$ cat src/design/rdiv_pkg.sv
// Shared types and constants for the pipelined restoring integer divider.
// Used by every module in the design folder; depends on nothing else.
`timescale 1ns / 1ps

package rdiv_pkg;

  localparam int DATA_WIDTH = 32;

  typedef enum logic {
    OP_UNSIGNED = 1'b0,
    OP_SIGNED   = 1'b1
  } opcode_t;

  typedef struct packed {
    opcode_t               opcode;
    logic [DATA_WIDTH-1:0] dividend;
    logic [DATA_WIDTH-1:0] divisor;
  } operands_t;

  typedef struct packed {
    logic [DATA_WIDTH-1:0] quotient;
    logic                  divide_by_zero;
  } result_t;

  typedef struct packed {
    logic                  valid;
    logic                  negate;
    logic                  zero_divisor;
    logic [DATA_WIDTH-1:0] rem;
    logic [DATA_WIDTH-1:0] dsr;
    logic [DATA_WIDTH-1:0] num;
  } step_t;

endpackage

$ cat src/design/rdiv_step.sv
// One registered step of restoring division: one quotient bit per stage.
// Depends on rdiv_pkg for the step_t pipeline record.
`timescale 1ns / 1ps

module rdiv_step (
  input  logic            clk,
  input  logic            rst,
  input  logic            en,
  input  rdiv_pkg::step_t prev,
  output rdiv_pkg::step_t step
);

  logic [rdiv_pkg::DATA_WIDTH:0]   shifted;
  logic [rdiv_pkg::DATA_WIDTH:0]   diff;
  logic                            fits;
  rdiv_pkg::step_t                 step_next;

  // The partial remainder stays below the divisor, so the shifted value
  // fits in one extra bit and the trial subtract decides the quotient bit.
  always_comb begin
    shifted   = {prev.rem, prev.num[rdiv_pkg::DATA_WIDTH-1]};
    diff      = shifted - {1'b0, prev.dsr};
    fits      = ~diff[rdiv_pkg::DATA_WIDTH];
    step_next = prev;
    step_next.rem = fits ? diff[rdiv_pkg::DATA_WIDTH-1:0]
                         : shifted[rdiv_pkg::DATA_WIDTH-1:0];
    step_next.num = {prev.num[rdiv_pkg::DATA_WIDTH-2:0], fits};
  end

  always_ff @(posedge clk) begin
    if (rst) begin
      step.valid <= 1'b0;
    end else if (en) begin
      step.valid <= step_next.valid;
    end
  end

  always_ff @(posedge clk) begin
    if (en) begin
      step.negate       <= step_next.negate;
      step.zero_divisor <= step_next.zero_divisor;
      step.rem          <= step_next.rem;
      step.dsr          <= step_next.dsr;
      step.num          <= step_next.num;
    end
  end

endmodule

$ cat config.mk
export PLATFORM = sky130hd
export DESIGN_NAME = rdiv_step
export DESIGN_NICKNAME = d
export VERILOG_FILES = /design/src/design/rdiv_pkg.sv /design/src/design/rdiv_step.sv
export SDC_FILE = /design/constraint.sdc
export NUM_CORES = 1
export LEC_CHECK = 0
export ABC_AREA = 1
export BUFFER_PORTS_ARGS = -buffer_cell sky130_fd_sc_hd__buf_4
export CAP_MARGIN = 20
export CORE_AREA = 2 2 115 117
export CTS_BUF_LIST = sky130_fd_sc_hd__clkbuf_2
export CTS_CLUSTER_DIAMETER = 200
export CTS_CLUSTER_SIZE = 16
export DETAILED_ROUTE_END_ITERATION = 12
export DIE_AREA = 0 0 117 119
export PLACE_DENSITY = 0.9
export SLEW_MARGIN = 0
export SYNTH_ARGS = -nofsm -noshare
export SYNTH_HDL_FRONTEND = slang
export SYNTH_SLANG_ARGS = --single-unit
export TNS_END_PERCENT = 20
$ cat constraint.sdc
create_clock -name clk -period 3.3 [get_ports clk]
set_input_delay 0.66 -clock clk [delete_from_list [all_inputs] [get_ports clk]]
set_output_delay 0.66 -clock clk [all_outputs]
set_load 0.05 [all_outputs]
== Word level (Yosys, flattened, before mapping) ==
Index checks and enable logic that the tools add are counted.
Storage, ports and cells
  input port bits: 102
  flip-flop bits (word level): 99
  word-level logic and storage cells: 9
Cells by class
  muxes and demuxes: 1
  bitwise operators: 1
  $add $sub $neg: 1
Operator list (number)
  $sub A33 B32 Y33: 1
  $mux W32: 1
  $not A1 Y1: 1

== Longest topological paths before layout ==
Gate-level depths: netlist of the first run.
  depth after elaboration: 2
  gate-level depth with buffers: 17
  depth with buffers taken out: 16

== Least setup slack after synthesis of the first run ==
OpenSTA, ideal clock, no wires.
  path kind: in2reg
  start point: input prev[31] (netlist bit)
  end point: register step[77] (netlist bit), data pin
  arrival: 2.262 ns
  path slack: 0.786 ns
  stages: 16
  path buffers: 1
  library setup time: 0.252 ns
  path through: inv_1 -> ha_1 -> fa_1 -> inv_1 -> nand2_1 -> nand2_1 -> nand3_1 -> nand2_2 -> nand2_2 -> nand2_2 -> nand2_4 -> nand3_2 -> nand2_8 -> buf_12 -> nand2_1 -> nand2_1
RTL lines
  from (decl): line rdiv_step.sv:9  | input rdiv_pkg::step_t prev,
  to (decl): line rdiv_step.sv:10  | output rdiv_pkg::step_t step

==> results of run 1 <==
-- per-layer routing --
metal	GRT usage, %	share of wire, %
met4	8.46	2.1
met1	31.6	42
met3	4.38	7.6
met2	40.8	48
met5	0	0
-- cell families after synthesis --
group | count (synthesis)
muxes | 1
AOI/OAI and AO/OA | 32
xor gates and xnor gates | 15
DFF | 99
buffers and inverters | 165
adders and majority gates | 33
and+or+nand+nor | 439
-- cell type report --
class | count | area share (%)
Clock inverter | 6 | 0.485
Inverter | 159 | 7.46
Tap cell | 176 | 2.75
Multi-Input combinational cell | 520 | 32.6
Clock buffer | 10 | 0.625
Antenna cell | 1 | 0.0313
Sequential cell | 99 | 37.0
Timing Repair Buffer | 201 | 19.0
-- power breakdown --
group / leakage (nW) / internal (mW) / switching [mW] / total, mW
sequential: 0.965 / 1.54 / 0.0365 / 1.57
clock: 0.0601 / 0.103 / 0.421 / 0.524
combinational: 3.30 / 0.435 / 0.960 / 1.40
total: 4.32 / 2.07 / 1.42 / 3.49
-- critical path, cell delays in order --
cell,delay (ns)
buf_4,0.08
inv_1,0.03
ha_1,0.21
fa_1,0.41
inv_1,0.11
nand2_1,0.05
nand2_1,0.07
nand3_1,0.09
nand2_2,0.12
nand2_2,0.06
nand2_2,0.10
nand2_4,0.07
nand3_1,0.12
nand2_4,0.23
nand2_1,0.15
nand2_1,0.07
-- final timing paths --
| path | start | end |
|---|---|---|
| worst min register to register | step[98] | step[98] |
| worst max-delay path | prev[31] | step[88] |
| worst min-delay path | rst | step[98] |
| worst max register to register | step[98] | step[98] |
-- metrics by stage --
stage | setup WS, ns | cells
after floorplan | 0.786 | 784
after global placement | 0.497 | 1155
after detailed placement | 0.355 | 1155
after CTS | 1.04 | 1171
after global routing | 0.846 | 1172
final | 1.02 | 1172
-- layout by cell type, fill, tap and decap left out, drive strengths merged --
cell type    n
clkbuf      10
and3         1
clkinvlp     1
xnor2        1
or2          2
clkinv       4
and2         4
diode        1
o21bai       7
nand2      345
a21oi       25
xor2        14
nor3         6
nand3       31
nor2        40
edfxtp      98
mux2i        1
nand3b       2
dfxtp        1
nand4        8
inv        160
buf        201
ha          32
fa           1
==> out/qor.txt, run 1 <==
status = finished, final reports clean
number of vias per cell = 4.73
gpl congestion = 0.950
# fillers = 1,170
biggest regs = step (99)
most numerous cell in the Yosys netlist = nand2_1
FF-to-FF setup slack = 2.70 ns
Resize count post-CTS = 0
TritonCTS clock tree = yes
Max-Slew Margin vs Limit = 59.9%
Hold Buf Count CTS = 0
critical path capture point type = register
final net count = 1,125
initial antenna violation count = 1
max_cap viols = 0
CTS Buffer Depth = 2
# IOs = 201
hold slack = 0.182 ns
synthesized area = 6250 um2
total CTS buffers = 9
largest family of logic cells by synthesized area = simple AND/OR/NAND/NOR gates
leading post-synthesis cells by cell area = edfxtp_1 47%, nand2_1 19%, inv_1 9.2%
Initial Util = 48.5%
Horiz. Die Dim = 117 um
CORE AREA = 12,900 um2
Fin. Hold Viols = 0
yosys synthesis warning count = 0
drt pass-1 iters = 5
period utilization = 69.2%
critical path type = in -> reg
hpwl dp = 13,500 um
DRC = 0
layout cell share with drive strength beyond 1 = 25.7%
Worst Hold Depth = 2
ANT nets after route = 0
first-pass GRT wire length = 26,100 um
Post-Route WL = 16,600 um
Syn-to-layout area delta = 28.0%
R2R depth = 2
register cell area after layout = 2960 um2
fin area = 8000 um2
post-synthesis adder-cell area fraction = 6.73%
leading area contributor after synthesis = edfxtp_1
post-synth top area share = 47.1%
Setup Viol. Count Final = 0
Overall Power = 3.49 mW
post-synth cell types = 32
Post-Syn Instances = 784
fmax = 438 MHz
root buffer cell = clkbuf_2
RSZ-0062 raised after global routing = false
Compound-Gate Fraction of Synth Area = 3.08%
mean post-synth cell area = 7.97 um2
Peak VDD IR = 0.208 mV
actual slew at the worst max-slew pin = 0.601 ns
register with the most flip-flops = step
P_leak = 4.32 nW
EDFF count, synth = 98
CTS H-tree lvls = 3
Avg WL per Cell = 14.2 um
fin crit period = 2.28 ns
port bufs = 200
hold crit path type = in -> reg
GRT Residual Overflow = 0
Clock transition at path regs = 0.25 ns
max FFs per register = 99
Sink Count = 99
vias in the first global route = 5,385
Seq cells post-synth = 99
ys async rst share = 0%
initial drt markers = 409
GRT Total Usage = 24.4%
Main synth FF type = edfxtp_1
Power Density = 436 nW/um2
Die Ht = 119 um
Worst setup SP type = primary input
placed instance area = 7910 um2
Clock Skews = 0 ns
Syn Nets = 919
Post CTS Setup Buffer Count = 0
largest net degree at the start of global routing = 58
crit path max fanout = 32
Vias = 5,546
Multi-input gate area = 2610 um2
TNS Setup = 0 ns
Post-synth top cells = 315 x nand2_1, 153 x inv_1, 98 x edfxtp_1
register area share after synthesis = 47.4%
XOR/XNOR Fraction of Synth Area = 2.10%
CP Data Required Time = 3.70 ns
DIE AREA = 13,900 um2
mux contribution to synthesized area = 0.160%
fin. max-slew vios = 0
row count = 42
Synth Area in Simple Gates = 29.7%
clk_lat worst skew = 0.59 ns
Core Util, Final = 62.2%
WP data arrival = 2.68 ns
(Power assumes the default switching activity.)
==> run 2: changes to the inputs <==
- ABC_AREA: 1 -> 0
- CORE_AREA: 2 2 115 117 -> 2 2 108 110
- DIE_AREA: 0 0 117 119 -> 0 0 110 112
- PLACE_DENSITY: 0.9 -> 0.92
- clock period: 3.3 -> 2.2 ns (I/O delays scaled with it)
==> out/qor.txt, run 2 <==
port bufs = 200
Largest stage delay, worst path = 0.36 ns
drt pass-1 iters = 5
total CTS buffers = 9
EDFF count, synth = 98
Non-Filler Instances = 981
critical path type = in -> reg
Vias = 5,160
CTS Buffer Depth = 2
TritonCTS clock tree = yes
number of vias per cell = 5.26
clk_lat worst skew = 0.59 ns
final worst slack = -0.304 ns
Core Util, Final = 80.6%
Setup Viol. Count Final = 33
largest net degree at the start of global routing = 43
status = finished, violations left
Routed met3 length = 1160 um
Seq cells post-synth = 99
Clock transition at path regs = 0.31 ns
Multi-input gate area = 2450 um2
commonest non-fill, non-tap cells in the layout = 316 x buf_4, 98 x edfxtp_1, 64 x dlygate4sd3_1, 36 x inv_1, 31 x a21oi_1
Sink Count = 99
Syn Nets = 580
Initial Util = 49.0%
biggest regs = step (99)
commonest non-fill, non-tap cell in the layout = buf_4
max FFs per register = 99
max_cap viols = 0
Main synth FF type = edfxtp_1
GRT Total Usage = 27.8%
fin crit period = 2.50 ns
highest routed layer = met4
Post-synth top cells = 98 x edfxtp_1, 38 x a21oi_1, 38 x inv_1
critical path capture point type = register
hpwl dp = 12,100 um
DRC = 0
Post-Syn Instances = 445
Worst path slowest cell = or3_1
register with the most flip-flops = step
Max-Slew Margin vs Limit = 71.6%
mean post-synth cell area = 12.3 um2
Die Ht = 112 um
Syn-to-layout area delta = 64.6%
Inst Count DP = 896
crit path max fanout = 3
final net count = 967
# fillers = 639
initial antenna violation count = 1
fmax = 399 MHz
Post-Route WL = 18,300 um
met2 WL = 9450 um
critical-path cell list = buf_4 -> inv_1 -> ha_1 -> nor2b_1 -> o2111a_1 -> o21ai_0 -> buf_4 -> a21oi_2 -> buf_4 -> a21oi_1 -> nor2_1 -> or3_1 -> mux2i_1
most numerous cell in the Yosys netlist = edfxtp_1
GRT Residual Overflow = 0
fin. max-slew vios = 0
P_leak = 4.20 nW
failing checks = negative setup slack
RSZ-0062 raised after global routing = true
initial drt markers = 301
CP Data Required Time = 2.66 ns
register area share after synthesis = 54.2%
layout cell share with drive strength beyond 1 = 47.2%
Worst setup SP type = primary input
Horiz. Die Dim = 110 um
row count = 39
Clock Skews = 0 ns
Fin. Hold Viols = 0
leading area contributor after synthesis = edfxtp_1
CTS H-tree lvls = 3
TNS Setup = -6.45 ns
Avg WL per Cell = 18.6 um
Peak VDD IR = 0.420 mV
register cell area after layout = 2960 um2
leading post-synthesis cells by cell area = edfxtp_1 54%, ha_1 7.3%, mux2_4 6.9%
CORE AREA = 11,200 um2
gpl congestion = 0.843
post-synth cell types = 50
met1 wire length = 6870 um
DIE AREA = 12,300 um2
Power Density = 655 nW/um2
Top cell by count, worst path = buf_4
# IOs = 201
ys async rst share = 0%
root buffer cell = clkbuf_2
hold crit path type = in -> reg
first-pass GRT wire length = 26,200 um
vias in the first global route = 5,341
synthesized area = 5470 um2
period utilization = 114%
ANT nets after route = 0
WP data arrival = 2.97 ns
actual slew at the worst max-slew pin = 0.425 ns
post-synth top area share = 53.8%
yosys synthesis warning count = 0
run 2: changes by cell type after synthesis, moves of 6 or more:
cell / delta
nand2_1: -288
inv_1: -115
xnor2_1: +12
a21o_1: +18
o211ai_1: +6
nor2_1: -20
nand2b_1: +8
o21ai_0: +17
mux2_4: +25
a21oi_1: +15
nand3_1: -20
nand2_2: -25
run 2: repair_timing:
action                     4_1_cts  5_1_grt
resized for setup               12        8
setup endpoints to repair       33       33
buffers inserted                 3        1
pin swaps                        4        0
hold endpoints to repair        52       12
hold buffers                    52       12
run 2: critical path, delay by kind of cell:
kind | cells | cell delay, ns
AOI/OAI and AO/OA | 4 | 0.83
adders and majority gates | 1 | 0.33
buffers and inverters | 4 | 0.52
muxes | 1 | 0.22
and+or+nand+nor | 3 | 0.63
run 2: where the power goes:
group / internal (mW) / total (mW) / switching, mW / leakage, nW
sequential: 2.32 / 2.39 / 0.0769 / 0.967
combinational: 1.10 / 2.54 / 1.44 / 3.16
clock: 0.282 / 0.967 / 0.685 / 0.0748
total: 3.70 / 5.90 / 2.20 / 4.20
run 2: kinds of logic after synthesis:
group | Yosys count | share of synthesized area (%)
XOR/XNOR | 23 | 3.68
AO/OA/AOI/OAI | 107 | 12.5
adder cells (fa/ha/maj) | 33 | 7.69
AND/OR/NAND/NOR | 100 | 9.42
buffers and inverters | 49 | 3.96
flip-flops | 99 | 54.2
multiplexers | 34 | 8.58
run 2: path summary, 6_finish.rpt:
kind	from	end	slack, ns	cells after the start
setup / recovery	prev[33]	step[91]	-0.30	13
hold / removal	prev[98]	step[98]	0.11	3
setup reg to reg	step[98]	step[98]	1.53	2
hold reg to reg	step[98]	step[98]	0.61	2
run 2: layout make-up:
class                   instances  share of cell area, %
repair buffers                387                   34.8
well taps                     143                   1.99
clock buffers                  10                  0.556
inverters                      38                   1.72
clock inverters                 6                  0.792
multi-input cells             297                   27.2
flip-flops and latches         99                   32.9
diodes                          1                 0.0278
run 2: per-layer routing:
layer | vias up | global-route usage [%]
li1 | 2421 | -
met1 | 2450 | 31.8
met2 | 229 | 49.7
met3 | 60 | 4.98
met4 | 0 | 12.4
met5 | - | 0
run 2: stage by stage:
stage               hold WS (ns)  setup slack (ns)  total power [mW]  area (um2)
global route              0.0656            -0.290              6.13        9000
CTS                     0.000516            -0.189              5.81        8820
floorplan                  0.512            -0.627              3.85        5560
global placement           0.478            -0.903              4.72        8100
finish                     0.108            -0.304              5.90        9000
detailed placement         0.513            -0.987              4.78        8100
